[src/hw/rtl/ypr_pkg.sv]
// shared types, coefficients and register codes for the yuv pair to rgb converter
// no dependencies
package ypr_pkg;

  localparam int FRAC_BITS = 13;
  localparam int PIX_W     = 8;
  localparam int OFS_W     = 23;
  localparam int LANES     = 2;
  localparam int CHANS     = 3;
  localparam int IN_W      = 4 * PIX_W;
  localparam int OUT_W     = LANES * CHANS * PIX_W;
  localparam int CFG_IDX_W = 3;

  // fixed point widths
  localparam int COEF_W = FRAC_BITS + 2;
  localparam int MUL_W  = FRAC_BITS + 10;
  localparam int SUM_W  = (FRAC_BITS + 13 > OFS_W + 3) ? FRAC_BITS + 13 : OFS_W + 3;
  localparam int T_W    = SUM_W - FRAC_BITS;

  // coefficients rounded to nearest from thousandths
  localparam logic [COEF_W-1:0] C_Y_FULL     = COEF_W'((1164 * (1 << FRAC_BITS) + 500) / 1000);
  localparam logic [COEF_W-1:0] C_RV_FULL    = COEF_W'((1596 * (1 << FRAC_BITS) + 500) / 1000);
  localparam logic [COEF_W-1:0] C_GV_FULL    = COEF_W'((813 * (1 << FRAC_BITS) + 500) / 1000);
  localparam logic [COEF_W-1:0] C_GU_FULL    = COEF_W'((392 * (1 << FRAC_BITS) + 500) / 1000);
  localparam logic [COEF_W-1:0] C_BU_FULL    = COEF_W'((2017 * (1 << FRAC_BITS) + 500) / 1000);
  localparam logic [COEF_W-1:0] C_RV_STUDIO  = COEF_W'((1371 * (1 << FRAC_BITS) + 500) / 1000);
  localparam logic [COEF_W-1:0] C_GV_STUDIO  = COEF_W'((698 * (1 << FRAC_BITS) + 500) / 1000);
  localparam logic [COEF_W-1:0] C_GU_STUDIO  = COEF_W'((336 * (1 << FRAC_BITS) + 500) / 1000);
  localparam logic [COEF_W-1:0] C_BU_STUDIO  = COEF_W'((1732 * (1 << FRAC_BITS) + 500) / 1000);

  localparam logic [PIX_W-1:0] LUMA_BLACK = PIX_W'(16);
  localparam int RANGE_LO   = 16;
  localparam int RANGE_SPAN = 235 - 16 + 1;
  localparam int PIX_MAX    = 255;

  // floor(d * 255 / 220) as (d * SCALE_K) >> SCALE_SHIFT, exact for d below 220
  localparam int SCALE_SHIFT = 24;
  localparam int SCALE_RECIP = ((1 << SCALE_SHIFT) + RANGE_SPAN - 1) / RANGE_SPAN;
  localparam int SCALE_K     = PIX_MAX * SCALE_RECIP;
  localparam int SCALE_K_W   = 25;
  localparam int PROD_W      = PIX_W + SCALE_K_W;

  localparam logic [OFS_W-1:0] RED_OFS_RST   = -OFS_W'(1673527);
  localparam logic [OFS_W-1:0] GREEN_OFS_RST = OFS_W'(1263534);
  localparam logic [OFS_W-1:0] BLUE_OFS_RST  = -OFS_W'(2114978);

  typedef enum logic [CFG_IDX_W-1:0] {
    REG_STUDIO_MODE,
    REG_CHROMA_U_FIRST,
    REG_RED_OFS,
    REG_GREEN_OFS,
    REG_BLUE_OFS
  } cfg_reg_t;

  typedef enum logic [1:0] {
    KIND_ZERO,
    KIND_MAX,
    KIND_PASS,
    KIND_SCALED
  } chan_kind_t;

  typedef struct packed {
    chan_kind_t        kind;
    logic [PIX_W-1:0]  val;
    logic [PROD_W-1:0] prod;
  } chan_res_t;

  typedef struct packed {
    chan_res_t red;
    chan_res_t green;
    chan_res_t blue;
  } lane_res_t;

  typedef struct packed {
    logic p1;
    logic p2;
    logic p3;
    logic p4;
  } lane_en_t;

  typedef struct packed {
    logic             studio;
    logic [OFS_W-1:0] red_ofs;
    logic [OFS_W-1:0] green_ofs;
    logic [OFS_W-1:0] blue_ofs;
  } cfg_t;

endpackage

[src/hw/rtl/ypr_lane.sv]
// one pixel lane: constant products, channel sums, truncation and range classification
// depends on ypr_pkg
module ypr_lane import ypr_pkg::*; (
  input  logic             clk,
  input  lane_en_t         en,
  input  cfg_t             cfg,
  input  logic [PIX_W-1:0] luma,
  input  logic [PIX_W-1:0] u,
  input  logic [PIX_W-1:0] v,
  output lane_res_t        res
);

  localparam int TRUNC_BIAS = (1 << FRAC_BITS) - 1;

  logic [PIX_W-1:0]  luma_ofs;
  logic [COEF_W-1:0] k_rv, k_gv, k_gu, k_bu;
  logic [MUL_W-1:0]  y_term, rv, gv, gu, bu;
  logic [SUM_W-1:0]  y_ext, rv_ext, gv_ext, gu_ext, bu_ext;
  logic [SUM_W-1:0]  ofs_r, ofs_g, ofs_b;
  logic [SUM_W-1:0]  r_sum, g_sum, b_sum;
  logic [T_W-1:0]    r_t, g_t, b_t;

  function automatic logic [T_W-1:0] trunc_zero(logic [SUM_W-1:0] s);
    logic [SUM_W-1:0] biased;
    biased = s + (s[SUM_W-1] ? SUM_W'(TRUNC_BIAS) : '0);
    return biased[SUM_W-1:FRAC_BITS];
  endfunction

  function automatic chan_res_t classify(logic [T_W-1:0] t, logic studio);
    chan_res_t        c;
    logic [T_W-1:0]   d;
    d      = t - T_W'(RANGE_LO);
    c.kind = KIND_ZERO;
    c.val  = '0;
    c.prod = PROD_W'(d[PIX_W-1:0]) * PROD_W'(SCALE_K);
    if (studio) begin
      if (d[T_W-1]) begin
        c.kind = KIND_ZERO;
      end else if (d >= T_W'(RANGE_SPAN)) begin
        c.kind = KIND_MAX;
      end else begin
        c.kind = KIND_SCALED;
      end
    end else begin
      if (t[T_W-1]) begin
        c.kind = KIND_ZERO;
      end else if (t > T_W'(PIX_MAX)) begin
        c.kind = KIND_MAX;
      end else begin
        c.kind = KIND_PASS;
        c.val  = t[PIX_W-1:0];
      end
    end
    return c;
  endfunction

  always_comb begin
    luma_ofs = (luma > LUMA_BLACK) ? luma - LUMA_BLACK : '0;
    k_rv     = cfg.studio ? C_RV_STUDIO : C_RV_FULL;
    k_gv     = cfg.studio ? C_GV_STUDIO : C_GV_FULL;
    k_gu     = cfg.studio ? C_GU_STUDIO : C_GU_FULL;
    k_bu     = cfg.studio ? C_BU_STUDIO : C_BU_FULL;
  end

  // stage 1: constant products
  always_ff @(posedge clk) begin
    if (en.p1) begin
      if (cfg.studio) begin
        y_term <= MUL_W'({luma, FRAC_BITS'(0)});
      end else begin
        y_term <= MUL_W'(C_Y_FULL) * MUL_W'(luma_ofs);
      end
      rv <= MUL_W'(k_rv) * MUL_W'(v);
      gv <= MUL_W'(k_gv) * MUL_W'(v);
      gu <= MUL_W'(k_gu) * MUL_W'(u);
      bu <= MUL_W'(k_bu) * MUL_W'(u);
    end
  end

  always_comb begin
    y_ext  = SUM_W'(y_term);
    rv_ext = SUM_W'(rv);
    gv_ext = SUM_W'(gv);
    gu_ext = SUM_W'(gu);
    bu_ext = SUM_W'(bu);
    ofs_r  = {{(SUM_W - OFS_W){cfg.red_ofs[OFS_W-1]}}, cfg.red_ofs};
    ofs_g  = {{(SUM_W - OFS_W){cfg.green_ofs[OFS_W-1]}}, cfg.green_ofs};
    ofs_b  = {{(SUM_W - OFS_W){cfg.blue_ofs[OFS_W-1]}}, cfg.blue_ofs};
  end

  // stage 2: channel sums, two's complement
  always_ff @(posedge clk) begin
    if (en.p2) begin
      r_sum <= y_ext + rv_ext + ofs_r;
      g_sum <= y_ext - gv_ext - gu_ext + ofs_g;
      b_sum <= y_ext + bu_ext + ofs_b;
    end
  end

  // stage 3: drop fraction toward zero
  always_ff @(posedge clk) begin
    if (en.p3) begin
      r_t <= trunc_zero(r_sum);
      g_t <= trunc_zero(g_sum);
      b_t <= trunc_zero(b_sum);
    end
  end

  // stage 4: clamp decision and studio rescale product
  always_ff @(posedge clk) begin
    if (en.p4) begin
      res.red   <= classify(r_t, cfg.studio);
      res.green <= classify(g_t, cfg.studio);
      res.blue  <= classify(b_t, cfg.studio);
    end
  end

endmodule

[src/hw/rtl/ypr_merge.sv]
// merge stage: finishes each lane's channels and holds the output transfer register
// depends on ypr_pkg
module ypr_merge import ypr_pkg::*; (
  input  logic             clk,
  input  logic             rst,
  input  logic             in_valid,
  input  lane_res_t        lane_res [LANES],
  output logic             ready,
  output logic             m_axis_tvalid,
  input  logic             m_axis_tready,
  output logic [OUT_W-1:0] m_axis_tdata
);

  logic [OUT_W-1:0] data_next;

  function automatic logic [PIX_W-1:0] finish(chan_res_t c);
    logic [PIX_W-1:0] r;
    unique case (c.kind)
      KIND_ZERO:   r = '0;
      KIND_MAX:    r = PIX_W'(PIX_MAX);
      KIND_PASS:   r = c.val;
      KIND_SCALED: r = c.prod[SCALE_SHIFT +: PIX_W];
      default:     r = '0;
    endcase
    return r;
  endfunction

  always_comb begin
    data_next = '0;
    for (int l = 0; l < LANES; l++) begin
      data_next[(CHANS * l) * PIX_W +: PIX_W]     = finish(lane_res[l].red);
      data_next[(CHANS * l + 1) * PIX_W +: PIX_W] = finish(lane_res[l].green);
      data_next[(CHANS * l + 2) * PIX_W +: PIX_W] = finish(lane_res[l].blue);
    end
  end

  assign ready = !m_axis_tvalid || m_axis_tready;

  always_ff @(posedge clk) begin
    if (rst) begin
      m_axis_tvalid <= 1'b0;
    end else if (ready) begin
      m_axis_tvalid <= in_valid;
    end
  end

  always_ff @(posedge clk) begin
    if (ready) begin
      m_axis_tdata <= data_next;
    end
  end

endmodule

[src/hw/rtl/yuv_pair_to_rgb.sv]
// yuv_pair_to_rgb: converts one YCbCr pixel pair per transfer into two RGB pixels.
// Input stream s_axis: one transfer carries two luma bytes and a shared chroma pair.
// Output stream m_axis: one transfer per input transfer, same order, six bytes.
// Configuration: write port cfg_wr_en / cfg_index / cfg_data, written while idle:
//   0 studio range mode, 1 chroma U first, 2..4 red/green/blue offsets (Q13 signed).
// Two identical pixel lanes run side by side, each a four stage pipeline
// (products, sums, truncation, clamp/rescale product); a merge stage finishes the
// channels and holds the output register.
// Input passes four lane stages, then the merge register; throughput is one pixel pair
// per cycle while the receiver keeps up, every multiply by a constant and registered.
// Each stage advances when it is empty or the next one advances, so a stalled
// receiver only blocks input once all five stages are full; bubbles are squeezed out.
// Reset (rst, synchronous) empties the pipeline and loads the register defaults:
// full range, U first, offsets -1.596*128, 1.205*128, -2.017*128 in Q13.
// Depends on ypr_pkg, ypr_lane and ypr_merge.
module yuv_pair_to_rgb import ypr_pkg::*; (
  input  logic                 clk,
  input  logic                 rst,
  input  logic                 s_axis_tvalid,
  output logic                 s_axis_tready,
  // luma_first, luma_second, chroma_first, chroma_second
  input  logic [IN_W-1:0]      s_axis_tdata,
  output logic                 m_axis_tvalid,
  input  logic                 m_axis_tready,
  // red_left, green_left, blue_left, red_right, green_right, blue_right
  output logic [OUT_W-1:0]     m_axis_tdata,
  input  logic                 cfg_wr_en,
  input  logic [CFG_IDX_W-1:0] cfg_index,
  input  logic [OFS_W-1:0]     cfg_data
);

  cfg_t             cfg;
  logic             chroma_u_first;
  logic [3:0]       stage_valid;
  logic             rdy1, rdy2, rdy3, rdy4;
  logic             merge_ready;
  lane_en_t         en;
  logic [PIX_W-1:0] luma [LANES];
  logic [PIX_W-1:0] chroma_u, chroma_v;
  lane_res_t        lane_res [LANES];

  // configuration registers
  always_ff @(posedge clk) begin
    if (rst) begin
      cfg.studio     <= 1'b0;
      chroma_u_first <= 1'b1;
      cfg.red_ofs    <= RED_OFS_RST;
      cfg.green_ofs  <= GREEN_OFS_RST;
      cfg.blue_ofs   <= BLUE_OFS_RST;
    end else if (cfg_wr_en) begin
      unique case (cfg_reg_t'(cfg_index))
        REG_STUDIO_MODE:    cfg.studio     <= cfg_data[0];
        REG_CHROMA_U_FIRST: chroma_u_first <= cfg_data[0];
        REG_RED_OFS:        cfg.red_ofs    <= cfg_data;
        REG_GREEN_OFS:      cfg.green_ofs  <= cfg_data;
        REG_BLUE_OFS:       cfg.blue_ofs   <= cfg_data;
        default: ;
      endcase
    end
  end

  // a stage takes new data when empty or when its content moves on
  always_comb begin
    rdy4 = !stage_valid[3] || merge_ready;
    rdy3 = !stage_valid[2] || rdy4;
    rdy2 = !stage_valid[1] || rdy3;
    rdy1 = !stage_valid[0] || rdy2;
    en   = '{p1: rdy1, p2: rdy2, p3: rdy3, p4: rdy4};
  end

  assign s_axis_tready = rdy1;

  always_ff @(posedge clk) begin
    if (rst) begin
      stage_valid <= '0;
    end else begin
      if (rdy1) stage_valid[0] <= s_axis_tvalid;
      if (rdy2) stage_valid[1] <= stage_valid[0];
      if (rdy3) stage_valid[2] <= stage_valid[1];
      if (rdy4) stage_valid[3] <= stage_valid[2];
    end
  end

  always_comb begin
    luma[0]  = s_axis_tdata[0 +: PIX_W];
    luma[1]  = s_axis_tdata[PIX_W +: PIX_W];
    chroma_u = chroma_u_first ? s_axis_tdata[2 * PIX_W +: PIX_W]
                              : s_axis_tdata[3 * PIX_W +: PIX_W];
    chroma_v = chroma_u_first ? s_axis_tdata[3 * PIX_W +: PIX_W]
                              : s_axis_tdata[2 * PIX_W +: PIX_W];
  end

  for (genvar l = 0; l < LANES; l++) begin : g_lane
    ypr_lane u_lane (
      .clk  (clk),
      .en   (en),
      .cfg  (cfg),
      .luma (luma[l]),
      .u    (chroma_u),
      .v    (chroma_v),
      .res  (lane_res[l])
    );
  end

  ypr_merge u_merge (
    .clk           (clk),
    .rst           (rst),
    .in_valid      (stage_valid[3]),
    .lane_res      (lane_res),
    .ready         (merge_ready),
    .m_axis_tvalid (m_axis_tvalid),
    .m_axis_tready (m_axis_tready),
    .m_axis_tdata  (m_axis_tdata)
  );

endmodule

[config.mk]
export PLATFORM = sky130hd
export DESIGN_NAME = yuv_pair_to_rgb
export DESIGN_NICKNAME = d
export VERILOG_FILES = /design/src/hw/rtl/ypr_pkg.sv /design/src/hw/rtl/ypr_lane.sv /design/src/hw/rtl/ypr_merge.sv /design/src/hw/rtl/yuv_pair_to_rgb.sv
export SDC_FILE = /design/constraint.sdc
export NUM_CORES = 2
export LEC_CHECK = 0
export ABC_CLOCK_PERIOD_IN_PS = 17380
export BUFFER_PORTS_ARGS = -buffer_cell sky130_fd_sc_hd__clkbuf_2
export CAP_MARGIN = 0
export CORE_MARGIN = 8
export CORE_UTILIZATION = 50
export CTS_BUF_LIST = sky130_fd_sc_hd__clkbuf_4 sky130_fd_sc_hd__clkbuf_8 sky130_fd_sc_hd__clkbuf_16
export DETAILED_ROUTE_END_ITERATION = 8
export GPL_TIMING_DRIVEN = 0
export PLACE_DENSITY = 0.66
export REMOVE_ABC_BUFFERS = 1
export SETUP_SLACK_MARGIN = 0.3
export SLEW_MARGIN = 25
export SYNTH_ARGS = -nofsm -noshare
export SYNTH_HDL_FRONTEND = slang
export SYNTH_SLANG_ARGS = --single-unit
[constraint.sdc]
create_clock -name clk -period 17.38 [get_ports clk]
set_input_delay 1.738 -clock clk [delete_from_list [all_inputs] [get_ports clk]]
set_output_delay 1.738 -clock clk [all_outputs]
set_load 0.1 [all_outputs]
==> impl_metrics.json <==
{
  "cts_tree": "done",
  "synth-seq-cells": 596,
  "finalHoldViolations": 0,
  "vias": 47000,
  "hpwl_mm": 135,
  "io_buffers": 112,
  "yosysSeqAreaShare_pct": 26.0,
  "wl_met1_mm": 72.6,
  "multi_input_area_mm2": 0.0447,
  "rsz0062_at_grt": "false",
  "cts-resized-gates": 0,
  "ant_nets": 0,
  "critPathKind": "in2reg",
  "setup.worst_path.start_class": "input pin",
  "critPathBufInv": 7,
  "postCtsSetupRepairBufs": 0,
  "worst_hold_path_type": "reg2reg",
  "synthCells": 6600,
  "min_to": "stage_valid[3]$_SDFFE_PP0P_",
  "crit_path_end_kind": "flip-flop",
  "fmax_ghz": 0.130,
  "synth_edf_count": 520,
  "r2r_end": "g_lane[1].u_lane.rv[22]$_DFFE_PP_",
  "grt_max_degree": 71,
  "worstMarginPinSlew_ns": 1.05,
  "insertion_delay_ns": 0.66,
  "fin_crit_sh_pct": 44.4,
  "grt_use_total_pct": 22.3,
  "h-tree-depth": 3,
  "setup-violations-final": 0,
  "die_h_um": 379,
  "rr_worst_depth": 21,
  "fp.dieW_um": 379,
  "netlist_area_mm2": 0.0659,
  "crit_path_top_delay_cell": "xnor2_1",
  "rows": 133,
  "synth_cell_types": 83,
  "drc_errors": 0,
  "drtPass1Iterations": 5,
  "start_util_pct": 50.2,
  "ctsHoldBuffers": 0,
  "worstPathCellList": "clkbuf_2, mux2i_1, inv_1, nand2_1, inv_1, fa_1, inv_1, fa_1, inv_1, fa_1, inv_1, fa_1, inv_1, ha_1, nand3_1, o31a_1, o21ai_0, or4_1, nand2_1, o21ai_0, a21oi_1, xnor2_1",
  "final-seq-area_mm2": 0.0171,
  "antenna_found_initial": 18,
  "wl_per_cell_um": 18.7,
  "reg2reg_from": "chroma_u_first$_SDFFE_PP1P_",
  "avgSynthCellArea_um2": 9.98,
  "placed_cell_area_mm2": 0.0687,
  "dieArea_mm2": 0.144,
  "drv_slew": 0,
  "drive_gt1_share_pct": 4.73,
  "clock_sinks": 596,
  "critical-path-top-delay-family": "adder cells",
  "period_minus_slack_ns": 7.72,
  "grt_overflow_total": 0,
  "cap_viol_max_count": 0,
  "grt_pass1_vias": 47000,
  "clock_path_buffers": 3,
  "numCtsBuffers": 70,
  "met2WireLength_mm": 74.2,
  "cts_root_buffer": "clkbuf_16",
  "grt_pass1_wl_mm": 255,
  "cp.depth": 22,
  "ys_top_cells_by_count": "1219 x ha_1, 1032 x inv_1, 520 x edfxtp_1",
  "outcome": "completed",
  "drt_iter0_drc": 2761,
  "hold_depth": 2,
  "max_slew_margin_pct": 29.9,
  "top_layer": "met5",
  "fin_setup_tns_ns": 0,
  "syn_to_final_growth_pct": 8.16,
  "fin_nets": 8517,
  "fill_cells": 11700,
  "clock_skew_ns": 0.0401,
  "synth_top_cell_by_area": "edfxtp_1",
  "via_per_inst": 5.50,
  "synth_top_cell_area_share_pct": 23.7,
  "cp.required_ns": 17.68,
  "design_area_mm2": 0.0712,
  "crit_top_cell": "inv_1",
  "r2r_setup_slack_ns": 9.80,
  "hp-start": "stage_valid[2]$_SDFFE_PP0P_",
  "synthFlopType": "edfxtp_1",
  "yosysMostFrequentCell": "ha_1",
  "ioPinCount": 113,
  "cp_max_fo": 6,
  "coreArea_mm2": 0.131,
  "wl_met3_mm": 7.73,
  "synth_area_leaders": "edfxtp_1 24%, ha_1 23%, fa_1 15%, inv_1 5.9%, xnor2_1 4.3%",
  "path_clk_slew_ns": 0.06,
  "wl_mm": 160,
  "async_flop_share_pct": 0,
  "yosysWarnings": 0,
  "arrival_ns": 8.02,
  "place_congestion": 0.949,
  "max_stage_delay_ns": 0.79
}
[tightest hold or removal path, cell delays in order (launching register included)]
cell and delay, ns:
dfxtp_1 0.32, a21oi_1 0.04, nor2_1 0.07
[placed cells by master, fill, tap and decap left out, types with 75 or more instances in the layout]
cell type,synthesis,layout
nor2_1,377,376
xor2_1,137,136
o21a_1,80,80
inv_1,1032,1029
nand3_1,98,95
ha_1,1219,1219
a21oi_1,424,424
clkbuf_2,0,111
xnor2_1,326,325
fa_1,508,508
o21ai_0,209,208
nand2_1,413,411
edfxtp_1,520,520
dfxtp_1,76,75
nor3_1,99,99
a21o_1,195,195
nor2b_1,78,78
[routing by layer]
layer / up-vias / track usage (%)
met4: 10 / 7.48
met2: 976 / 36.7
met1: 22700 / 30.2
li1: 23100 / -
met5: - / 0
met3: 258 / 3.07
[area by class of cell]
class                      count  area share (%)
multi-input combinational   4901            62.7
sequential                   596            24.1
inverter                    1032            5.44
tap                         1755            3.08
clock buffer                  86            2.73
timing repair buffer         126            1.22
clock inverter                42           0.718
antenna                       11          0.0386
[stage by stage]
stage	hold slack, ns	std cells	utilization, %	worst slack [ns]
floorplan	0.429	6529	-	9.52
global placement	0.435	8396	52.1	4.46
detailed placement	0.448	8410	52.4	8.77
CTS	0.465	8538	54.3	9.43
global route	0.478	8538	54.3	9.35
finish	0.467	8549	54.3	9.66
[state kept, by name (all words and copies together) (netlist names)]
signal,cells
u_merge.m_axis_tvalid,1
g_lane.u_lane.rv,21
g_lane.u_lane.b_sum,52
u_merge.m_axis_tdata,48
g_lane.u_lane.res,108
g_lane.u_lane.bu,23
g_lane.u_lane.y_term,44
cfg,70
g_lane.u_lane.g_sum,52
g_lane.u_lane.g_t,26
g_lane.u_lane.r_sum,52
stage_valid,4
g_lane.u_lane.gv,22
g_lane.u_lane.b_t,26
chroma_u_first,1
g_lane.u_lane.r_t,26
g_lane.u_lane.gu,20
[worst max path at each step]
stage                         startpoint                               endpoint  slack, ns
finish                  s_axis_tdata[28]      g_lane[1].u_lane.rv[22]$_DFFE_PP_       9.66
global route            s_axis_tdata[12]  g_lane[1].u_lane.y_term[20]$_DFFE_PP_       9.35
CTS                     s_axis_tdata[12]  g_lane[1].u_lane.y_term[20]$_DFFE_PP_       9.43
detailed placement      s_axis_tdata[12]  g_lane[1].u_lane.y_term[20]$_DFFE_PP_       8.77
global placement    cfg[69]$_SDFFE_PP0P_      g_lane[0].u_lane.bu[22]$_DFFE_PP_       4.46
floorplan           cfg[69]$_SDFFE_PP0P_      g_lane[0].u_lane.bu[16]$_DFFE_PP_       9.52
[cells by family after synthesis]
family                   Yosys count  share of synthesized area (%)
buffers and inverters           1108                           6.31
AND/OR/NAND/NOR                 1445                           10.6
multiplexers                      19                          0.298
other                              2                         0.0114
adder cells (fa/ha/maj)         1727                           38.6
XOR/XNOR                         463                           6.16
AO/OA/AOI/OAI                   1240                           12.0
flip-flops                       596                           26.0
Power is not shown: default switching activity piles up to over one toggle a cycle in this logic, so the estimate is an artifact.
